===== src/hw/rtl/rrqe_pkg.sv =====
package rrqe_pkg;

    localparam int LIST_DEPTH = 64;
    localparam int ID_W       = 31;
    localparam int CNT_W      = 7;
    localparam int IDX_W      = $clog2(LIST_DEPTH + 1);
    localparam int CMP_W      = (IDX_W > CNT_W) ? IDX_W : CNT_W;

    typedef enum logic [1:0] {
        CMD_NEXT     = 2'd0,
        CMD_EXPEDITE = 2'd1,
        CMD_RESTART  = 2'd2
    } cmd_t;

    typedef enum logic [1:0] {
        ST_SERVED    = 2'd0,
        ST_EXPEDITED = 2'd1,
        ST_REJECTED  = 2'd2,
        ST_RESTARTED = 2'd3
    } status_t;

    typedef enum logic [1:0] {
        OP_HOLD   = 2'd0,
        OP_ROTATE = 2'd1,
        OP_SHIFT  = 2'd2,
        OP_LOAD   = 2'd3
    } cell_op_t;

    typedef struct packed {
        cell_op_t              op;
        logic [ID_W-1:0]       key;
        logic [ID_W-1:0]       head_ident;
    } cell_ctrl_t;

endpackage


===== src/hw/rtl/rrqe_cell.sv =====
module rrqe_cell (
    input  logic                      aclk,
    input  logic                      aresetn,
    input  rrqe_pkg::cell_ctrl_t      ctrl,
    input  logic                      shift_en,
    input  logic [rrqe_pkg::ID_W-1:0] left_ident,
    input  logic [rrqe_pkg::ID_W-1:0] right_ident,
    input  logic                      right_used,
    input  logic [rrqe_pkg::ID_W-1:0] restart_ident,
    input  logic                      restart_used,
    output logic [rrqe_pkg::ID_W-1:0] ident,
    output logic                      used,
    output logic                      match
);
    import rrqe_pkg::*;

    logic [ID_W-1:0] ident_reg;
    logic [ID_W-1:0] ident_next;
    logic            used_reg;
    logic            used_next;

    always_comb begin
        ident_next = ident_reg;
        used_next  = used_reg;
        unique case (ctrl.op)
            OP_HOLD: begin
            end
            OP_ROTATE: begin
                if (right_used) begin
                    ident_next = right_ident;
                end else if (used_reg) begin
                    ident_next = ctrl.head_ident;
                end
            end
            OP_SHIFT: begin
                if (shift_en) begin
                    ident_next = left_ident;
                    used_next  = 1'b1;
                end
            end
            OP_LOAD: begin
                ident_next = restart_ident;
                used_next  = restart_used;
            end
            default: begin
            end
        endcase
    end

    always_ff @(posedge aclk) begin
        ident_reg <= ident_next;
    end

    always_ff @(posedge aclk) begin
        if (!aresetn) begin
            used_reg <= 1'b0;
        end else begin
            used_reg <= used_next;
        end
    end

    assign ident = ident_reg;
    assign used  = used_reg;
    assign match = used_reg && (ident_reg == ctrl.key);

endmodule


===== config.mk =====
export PLATFORM = sky130hd
export DESIGN_NAME = rrqe_cell
export DESIGN_NICKNAME = d
export VERILOG_FILES = /design/src/hw/rtl/rrqe_pkg.sv /design/src/hw/rtl/rrqe_cell.sv
export SDC_FILE = /design/constraint.sdc
export NUM_CORES = 1
export LEC_CHECK = 0
export BUFFER_PORTS_ARGS = -buffer_cell sky130_fd_sc_hd__buf_2
export CORE_MARGIN = 2
export CORE_UTILIZATION = 35
export CTS_CLUSTER_SIZE = 40
export DETAILED_ROUTE_END_ITERATION = 12
export HOLD_SLACK_MARGIN = 0.15
export PLACE_DENSITY_LB_ADDON = 0.2
export RECOVER_POWER = 25
export SLEW_MARGIN = 20
export SYNTH_ARGS = -nofsm -noshare
export SYNTH_HDL_FRONTEND = slang
export SYNTH_SLANG_ARGS = --single-unit

===== constraint.sdc =====
create_clock -name aclk -period 2.01 [get_ports aclk]
set_input_delay 0.402 -clock aclk [delete_from_list [all_inputs] [get_ports aclk]]
set_output_delay 0.402 -clock aclk [all_outputs]
set_load 0.005 [all_outputs]

== Word level (Yosys, flattened, before mapping) ==
Index checks and enable logic that the tools add are counted.

* Mux-type cells: 6
* Eq/ne operators: 6
* Reductions and logical operators: 5

{| class="wikitable"
|+ Operators with widths
! operator !! number
|-
| $mux 31 || 3
|-
| $pmux 31 s3 || 1
|-
| $eq 31x31->1 || 1
|-
| $eq 2x2->1 const B || 2
|-
| $ne 3x3->1 const B || 1
|-
| $reduce_and 3->1 || 1
|-
| $reduce_bool 3->1 || 1
|-
| $eq 2x1->1 const B || 1
|-
| $ne 2x2->1 const B || 1
|-
| $pmux 1 s2 || 1
|-
| $reduce_and 2->1 || 1
|-
| $reduce_bool 2->1 || 1
|-
| $logic_and 1x1->1 || 1
|-
| $mux 1 || 1
|}

* Logic and storage cells: 19
* Flip-flop bits (word level): 32
* Bits of input ports: 162
* Output and inout bits: 33

== Logic depth before layout (Yosys ltp) ==
Gate-level depths: netlist (run 1).

* Word-level depth: 3
* Gate-level depth with buffers: 5

== Worst setup path before layout (run 1) ==
No wires, ideal clock.

* Kind: input to register
* From: in ctrl[62] (netlist name)
* To: reg ident_reg[0] (netlist: ident[0]), enable pin
* Required time: 1.622 ns
* Buffers on the path: 2
* Arrival: 1.541 ns
* Stages: 4
* Path slack: 0.081 ns
* Path through: buf_2 buf_4 o21ai_0 nand2_1

* Longest elaborated chain between the ends: 3
* Elaborated cells between the ends (all ways): 7
* Those cells by class: eq/ne: 5; reduce/logical: 2

{| class="wikitable"
|+ RTL lines
! element !! RTL line !! source
|-
| start, declared || rrqe_cell.sv:4 || <nowiki>input rrqe_pkg::cell_ctrl_t ctrl,</nowiki>
|-
| $eq 2x1->1 or $eq 2x2->1 (tied branches) || rrqe_cell.sv:25 || <nowiki>unique case (ctrl.op)</nowiki>
|-
| $ne 3x3->1 (no source line), or another cell as far along || n/a ||
|-
| $reduce_and 3->1 (no source line) (*) || n/a ||
|-
| end signal, assigned || rrqe_cell.sv:51 || <nowiki>ident_reg <= ident_next;</nowiki>
|-
| end, declared || rrqe_cell.sv:17 || <nowiki>logic [ID_W-1:0] ident_reg;</nowiki>
|}

Mark *: on every way between the ends. The rest lies on a longest branch, timed or not.
A chain may end at the register's enable or synchronous reset.

== Worst setup path after layout (run 1) ==
* From: reg ident_reg[21] (netlist: ident[21])
* To: out match

* Longest elaborated chain between the ends: 2

{| class="wikitable"
|+ RTL lines
! element !! RTL line !! source
|-
| $eq 31x31->1 || rrqe_cell.sv:64 || <nowiki>assign match = used_reg && (ident_reg == ctrl.key);</nowiki>
|-
| $logic_and 1x1->1 || rrqe_cell.sv:64 ||
|-
| end, declared || rrqe_cell.sv:13 || <nowiki>output logic match</nowiki>
|}

No other way between the ends.

==> results of run 1 <==
report_power, final:
part / internal (mW) / leakage (nW) / switching [mW] / total (mW)
clock network: 0.368 / 0.0552 / 0.238 / 0.606
logic: 0.291 / 1.26 / 0.247 / 0.538
registers: 0.821 / 0.312 / 0.0476 / 0.869
logic make-up (layout without fill, tap and decap cells):
logic type | count (synthesis) | count (layout) | synth area share
and+or+nand+nor | 44 | 44 | 0.1232
muxes | 31 | 31 | 0.1334
xor gates and xnor gates | 31 | 31 | 0.1167
AOI/OAI and AO/OA | 66 | 66 | 0.1754
DFF | 32 | 32 | 0.4088
buffers and inverters | 18 | 213 | 0.04249
worst max-delay path by stage:
stage	to	slack, ps
finish	match	-110
global route	match	-290
CTS	match	-230
detailed placement	match	-60
global placement	match	-60
floorplan	ident[0]	80
Yosys cell counts:
cell,number
nor2b_1,31
a211oi_1,31
edfxtp_1,31
clkbuf_4,1
nor4_2,3
dfxtp_1,1
xnor2_1,7
nor4_1,4
nand2_1,3
nand4_1,3
o21ai_0,3
buf_2,4
mux2i_1,31
xor2_1,24
a21oi_1,32
buf_4,6
clkbuf_1,6
inv_1,1
critical path: stages, from the launching register on:
cell	delay [ps]
edfxtp_1	410
xor2_1	170
nor4_2	270
buf_4	150
nand4_1	120
nor4_2	170
buf_2	150
layer usage:
metal  GRT usage  wire length, um  share of wire  vias up
met3     0.04620              443          0.062       16
li1            -                -              -     1224
met4     0.07648              180          0.025        0
met2      0.3622             3799           0.53       95
met5           0                0              0        -
met1      0.2159             2775           0.39     1068
metrics by stage:
stage | setup WS [ps] | hold WS, ps | total power, mW | area (sq um)
2_1_floorplan | 80.77 | 461.6 | 1.137 | 2326
3_3_place_gp | -61.20 | 479.5 | 1.415 | 3391
3_5_place_dp | -56.28 | 488.8 | 1.426 | 3391
4_1_cts | -230.3 | 391.8 | 2.047 | 3512
5_1_grt | -293.0 | 414.7 | 2.132 | 3502
6_report | -109.3 | 396.2 | 2.013 | 3502
timing repair:
item,in CTS,in global routing
setup buffers,1,0
endpoints found under the setup margin,1,1
resized for setup,1,1
pin swaps,1,0
area by class of cell:
type | count | area [sq um] | share of cell area
Clock buffer | 6 | 72.57 | 0.02072
Inverter | 1 | 3.754 | 0.001072
Tap cell | 77 | 96.34 | 0.02751
Multi-Input combinational cell | 172 | 1289 | 0.3680
Sequential cell | 32 | 950.9 | 0.2715
Timing Repair Buffer | 204 | 1055 | 0.3012
Clock inverter | 2 | 35.03 | 0.01000
==> metrics, run 1 <==
initial drt markers 40; RSZ-0062 raised after global routing yes; drt total wl 7200 um; 1st-pass router iterations 4; Syn Inst Count 222; Reg2Reg Depth 3; final core utilization 0.5484; final worst path period share 1.054; Die H 85.52 um; Arrival @ worst endpoint 1720 ps; final setup fails 1; setup TNS -109.3 ps; Mapped Area 2326 sq um; Post-CTS Hold Buffers 0; pwr/cell area 574.7 nW/um^2; IO Pins 195; leading area contributor after synthesis edfxtp_1; Worst Setup End Kind output pin; die area 7314 sq um; H-tree depth 2; die width 85.52 um; vias in the first global route 2481; Num CTS Buffers 5; max cap viols 0; # fillers 616; drc violations 0; worst path required time 1610 ps; Slew HR 0.2272; Slew @ Worst Pin 1159 ps; Worst Hold End used; WL per Instance 14.57 um; number of diodes 0; antenna viol nets, final 0; area share of the largest cell type after synthesis 0.4002; leakage power 1.631 nW; ranking of synthesized cells by area edfxtp_1 40%, mux2i_1 13%, a211oi_1 10%; worst reg-to-reg setup slack 880 ps; Worst Hold Launch aresetn; fmax 471.9 MHz; Final Non-Filler Cells 494; nets@finish 578; Max FO, Critical Path 2; commonest non-fill, non-tap cell in the layout buf_2; Critical Path Source Type flop; Vias 2403; max reg flops 31; Placed Cells incl. Taps 485; commonest cells after routing, fill and taps aside 187 x buf_2, 32 x a21oi_1; share of cells above drive strength 1 0.4964; clk root buf clkbuf_8; failing checks negative setup slack; Overall Global Routing Usage 0.1960; worst r2r src used; largest net degree at the start of global routing 42; I/O Buffers 194; initial antenna violation count 0; syn_nets 384; Row Count 29; sequential area share after synthesis 0.4088; number of synthesis warnings 0; Hold Crit Depth 3; Layout area overhead 50.56%; CTS tree built; clock slew at reported path FFs 70 ps; Slew Limit Fails 0; WS Path Type flop to output pin; Worst Hold Class input port to flop; buffer levels on the longest clock path 2; reg2reg end ident[27]; final hold vios 0; Avg Inst Size Synth 10.48 sq um; crit path time final 2119 ps; GRT Residual Overflow 0; vias per cell 4.864; Yosys reg bits 32; clk sinks 32; clock latency on the worst-skew pair 280 ps; global-route wire length before repair 11290 um; Initial Util 0.3642; PnR worst setup slack -109.3 ps; core area 6386 sq um; Clock Skew 1.683 ps; Synth cell types 18; routability cong. 0.8295; Peak supply drop 294.0 uV; status finished, violations left; CP startpoint ident[21]
(Power assumes the default switching activity.)
==> run 2: changes to the inputs <==
RECOVER_POWER = not set   (was 25)
==> run 2 against run 1 <==
Clock skew barely moved. Count of clock-buffer cells in the layout is the same. First-iteration DRC count is 28% lower. Highest routed layer unchanged. Critical path type unchanged. Global-route usage stayed put. Design area increased by 0.46%. Worst setup slack about the same. The run still ends with negative setup slack left. Power is 0.24% higher. Core utilization rose by 0.25 points. Critical endpoint unchanged. Cell count did not move. Combinational power increased by 0.7%.
==> metrics, run 2 (synthesis gave the netlist of run 1 again) <==
worst reg-to-reg setup slack 910 ps (+30 ps); Slew @ Worst Pin 338.2 ps (-821.1 ps); Die H 85.52 um (unchanged); max cap viols 0 (unchanged); status finished, violations left; Worst Hold Class input port to flop; multi-input logic area 1289 sq um (unchanged); GRT Max-Usage Layer met2; clk root buf clkbuf_8; grt met3 use 0.04620 (unchanged); vias per cell 4.862 (about the same); PnR worst setup slack -109.5 ps (-0.1890 ps); worst path bufs/invs 2 (unchanged); worst path required time 1610 ps (about the same); # fillers 611 (-0.81%); core area 6386 sq um (unchanged); Worst Hold Launch aresetn; CP most frequent cell nor4_2; worst hold slack 395.7 ps (-0.4650 ps); clock latency on the worst-skew pair 280 ps (about the same); initial drt markers 29 (-28%); IO Pins 195 (unchanged); I/O Buffers 194 (unchanged); Slew HR 0.7746 (+0.5474); Clock Skew 1.896 ps (+0.2128 ps); CTS tree built; Reg2Reg Depth 3 (unchanged); global-route wire length before repair 11290 um (unchanged); Top delay family on crit path simple AND/OR/NAND/NOR gates; Placed Area 3391 sq um (unchanged); register area 950.9 sq um (unchanged); Max FO, Critical Path 2 (unchanged); routability cong. 0.8295 (unchanged); WL per Instance 14.56 um (about the same); Peak supply drop 294.6 uV (+0.19%); initial antenna violation count 0 (unchanged); leakage power 1.657 nW (+1.6%); Worst Setup End Kind output pin; Layout area overhead 51.26%; vias in the first global route 2481 (unchanged); final hold vios 0 (unchanged); final setup fails 1 (unchanged); H-tree depth 2 (unchanged); commonest cells after routing, fill and taps aside 194 x buf_2, 32 x a21oi_1; GRT Residual Overflow 0 (unchanged); Vias 2402 (-0.042%); die area 7314 sq um (unchanged); die width 85.52 um (unchanged); Critical Path Source Type flop; dpl ws -56.28 ps (unchanged); pwr/cell area 573.5 nW/um^2 (-0.22%); Final Cell Area 3518 sq um (+0.46%); power consumption 2.018 mW (+0.24%); met2 GRT Util 0.3622 (unchanged); nets@finish 578 (unchanged); share of cells above drive strength 1 0.5180 (+0.02158); WS Path Type flop to output pin; antenna viol nets, final 0 (unchanged); Num CTS Buffers 5 (unchanged); worst r2r src used; drc violations 0 (unchanged); met1 Use GR 0.2159 (unchanged); Worst Hold End used; reg2reg end ident[8]; clk sinks 32 (unchanged); commonest non-fill, non-tap cell in the layout buf_2; buffer levels on the longest clock path 2 (unchanged); crit-path cells xor2_1 -> nor4_2 -> buf_4 -> nand4_1 -> nor4_2 -> buf_2; drt total wl 7194 um (about the same); final worst path period share 1.054 (about the same); 1st-pass router iterations 4 (unchanged); RSZ-0062 raised after global routing yes; Hold Crit Depth 3 (unchanged); Row Count 29 (unchanged); setup TNS -109.5 ps (-0.1890 ps); crit path time final 2119 ps (+0.1890 ps); number of diodes 0 (unchanged); max reg flops 31 (unchanged); Overall Global Routing Usage 0.1960 (unchanged); clock slew at reported path FFs 70 ps (about the same); Slew Limit Fails 0 (unchanged); largest net degree at the start of global routing 42 (unchanged); Initial Util 0.3642 (unchanged); failing checks negative setup slack; Arrival @ worst endpoint 1720 ps (about the same); CP peak stage delay 410 ps (about the same); fmax 471.8 MHz (about the same); slowest CP cell edfxtp_1
[run 2: worst max path at each step]
| stage | from | endpoint | cells past startpoint |
|---|---|---|---|
| 3_3_place_gp | ctrl[61] | match | 6 |
| 2_1_floorplan | ctrl[62] | ident[0] | 4 |
| 5_1_grt | ident[21] | match | 6 |
| 3_5_place_dp | ctrl[61] | match | 6 |
| 6_report | ident[21] | match | 6 |
| 4_1_cts | ident[21] | match | 6 |
[run 2: repair_timing]
| action | CTS | global route |
|---|---|---|
| pin swaps | 1 | 0 |
| hold buffers | 0 | 0 |
| setup buffers | 1 | 0 |
| gates resized for setup | 1 | 1 |
| gates cloned | 0 | 0 |
| setup endpoints to repair | 1 | 1 |
[run 2: cell type report]
type | instances | share of cell area
Clock buffer | 6 | 0.02063
Clock inverter | 2 | 0.009957
Inverter | 1 | 0.001067
Multi-Input combinational cell | 172 | 0.3663
Sequential cell | 32 | 0.2703
Tap cell | 77 | 0.02738
Timing Repair Buffer | 204 | 0.3044
[run 2: metrics by stage]
stage,util,cells
floorplan,-,222
global placement,0.5310,485
detailed placement,0.5310,485
CTS,0.5500,494
global route,0.5509,494
finish,0.5509,494
[run 2: metal layers]
layer / vias up / part of all wire
li1: 1224 / -
met1: 1065 / 0.38
met2: 95 / 0.53
met3: 18 / 0.061
met4: 0 / 0.029
met5: - / 0
[run 2: worst register-to-register path, delay by kind of cell (launching register included)]
family / cells / cell delay [ps]
AOI/OAI and AO/OA: 1 / 100
DFF: 1 / 370
buffers and inverters: 1 / 240
and+or+nand+nor: 1 / 80
[run 2: power breakdown]
part	total, mW	switching [mW]	leakage [nW]	internal [mW]
logic	0.542	0.246	1.29	0.296
clock network	0.607	0.240	0.0552	0.368
registers	0.869	0.0474	0.312	0.821
==> run 3: changes to the inputs <==
==> constraint.sdc (replaced) <==
create_clock -name aclk -period 2.01 [get_ports aclk]
set_input_delay 0.402 -clock aclk [delete_from_list [all_inputs] [get_ports aclk]]
set_output_delay 0.402 -clock aclk [all_outputs]
set_load 0.01 [all_outputs]
==> run 3 against run 2 <==
The flow still finishes with violations (negative setup slack). Via count is 0.29% higher. Worst setup slack got worse by 13 ps. Highest routed layer unchanged. Sequential share of layout area is 0.14 points higher.
==> metrics, run 3 (synthesis gave the netlist of run 1 again) <==
H-tree depth 2 (unchanged); I/O Buffers 194 (unchanged); Clock Skew 5.418 ps (+3.523 ps); Slew HR 0.7777 (+0.003184); Vias 2409 (+0.29%); # fillers 603 (-1.3%); dpl ws -77.03 ps (-20.75 ps); Top delay family on crit path simple AND/OR/NAND/NOR gates; vias in the first global route 2478 (-0.12%); max cap viols 0 (unchanged); clk root buf clkbuf_8; GRT Residual Overflow 0 (unchanged); buffer levels on the longest clock path 2 (unchanged); fmax 468.9 MHz (-0.62%); RSZ-0062 raised after global routing yes; Slew Limit Fails 0 (unchanged); clock latency on the worst-skew pair 280 ps (about the same); PnR worst setup slack -122.7 ps (-13.21 ps); max reg flops 31 (unchanged); share of cells above drive strength 1 0.5191 (+0.001153); power consumption 1.911 mW (-5.3%); Comb power frac 0.298 (+0.030); CP most frequent cell nor4_2; WL per Instance 14.38 um (-1.2%); final core utilization 0.5482 (-0.002743); failing checks negative setup slack; nets@finish 579 (+0.17%); routability cong. 0.8301 (about the same); final worst path period share 1.061 (+0.006574); Post-DP HPWL 5975 um; drc violations 0 (unchanged); initial antenna violation count 0 (unchanged); Worst Hold Class input port to flop; pwr/cell area 545.7 nW/um^2 (-4.8%); clock slew at reported path FFs 70 ps (about the same); status finished, violations left; Peak supply drop 302.7 uV (+2.8%); leakage power 1.652 nW (-0.31%); Overall Global Routing Usage 0.1949 (-0.001091); Row Count 29 (unchanged); setup TNS -122.7 ps (-13.21 ps); final setup fails 1 (unchanged); Die H 85.52 um (unchanged); Clock power frac 0.248 (-0.053); switching part of the total 0.2907 (+0.02654); crit-path cells xor2_1 -> nor4_2 -> buf_4 -> nand4_1 -> nor4_2 -> buf_2; WS Path Type flop to output pin; net switching power 555.5 uW (+4.2%); worst path bufs/invs 2 (unchanged); Worst Setup End Kind output pin; number of diodes 0 (unchanged); drt total wl 7120 um (-1.0%); vias per cell 4.867 (about the same); Num CTS Buffers 5 (unchanged); Slew @ Worst Pin 333.4 ps (-4.775 ps); Post-CTS Hold Buffers 0 (unchanged); Final Non-Filler Cells 495 (+0.20%); CTS tree built; commonest cells after routing, fill and taps aside 194 x buf_2, 32 x a21oi_1; clk sinks 32 (unchanged); global-route wire length before repair 11230 um (-0.55%); crit path time final 2133 ps (+13.21 ps); Critical Path Source Type flop; IO Pins 195 (unchanged); antenna viol nets, final 0 (unchanged); CP peak stage delay 410 ps (about the same); commonest non-fill, non-tap cell in the layout buf_2; worst hold slack 388.2 ps (-7.572 ps); die area 7314 sq um (unchanged); slowest CP cell edfxtp_1; initial drt markers 72 (+150%); Initial Util 0.3642 (unchanged); die width 85.52 um (unchanged); Reg power frac 0.454 (+0.023); Layout area overhead 50.51%; core area 6386 sq um (unchanged); Arrival @ worst endpoint 1730 ps (about the same); 1st-pass router iterations 4 (unchanged); Pint 1.355 mW (-8.7%); Placed Area 3391 sq um (unchanged); worst path required time 1610 ps (about the same); Final Cell Area 3501 sq um (-0.50%); largest net degree at the start of global routing 42 (unchanged); Max FO, Critical Path 2 (unchanged); Placed Cells incl. Taps 485 (unchanged); final hold vios 0 (unchanged)
run 3: changes by cell type in the layout (fill, tap and decap cells not counted):
cell,change
clkbuf_1,-1
clkinv_1,+1
clkinv_2,+1
buf_4,+1
bufinv_16,-1
run 3: worst paths after layout:
check,start,endpoint,slack [ps],cells past startpoint
min reg2reg,used,used,480,2
min,aresetn,used,390,3
max reg2reg,used,ident[2],900,3
max,ident[21],match,-120,6
run 3: repair_timing:
item	in CTS	in global routing
setup buffers	1	1
resized for setup	1	1
endpoints found under the hold margin	0	0
endpoints found under the setup margin	1	1
pin swaps	1	0
run 3: layer usage:
metal / up-vias / track usage / wire [um]
met3: 10 / 0.04812 / 461
met1: 1076 / 0.2156 / 2720
met4: 0 / 0.06205 / 129
li1: 1228 / - / -
met5: - / 0 / 0
met2: 95 / 0.3643 / 3810
run 3: cell type report:
class,count,area [sq um],area share
Timing Repair Buffer,205,1079,0.3081
Sequential cell,32,950.9,0.2716
Clock buffer,5,68.82,0.01966
Tap cell,77,96.34,0.02752
Multi-Input combinational cell,172,1289,0.3681
Inverter,1,3.754,0.001072
Clock inverter,3,13.76,0.003931
run 3: worst reg2reg max path, cell delays in order, from the launching register on:
cell,delay [ps]
dfxtp_1,370
o21ai_0,100
nand2_1,80
buf_4,240
run 3: power by group through the flow:
stage / clock (mW) / sequential (mW) / combinational [mW]
final: 0.474 / 0.867 / 0.569
after detailed placement: 0 / 0.884 / 0.568
after floorplan: 0 / 0.909 / 0.253
after global routing: 0.522 / 0.876 / 0.634
after global placement: 0 / 0.880 / 0.560
after CTS: 0.490 / 0.869 / 0.575
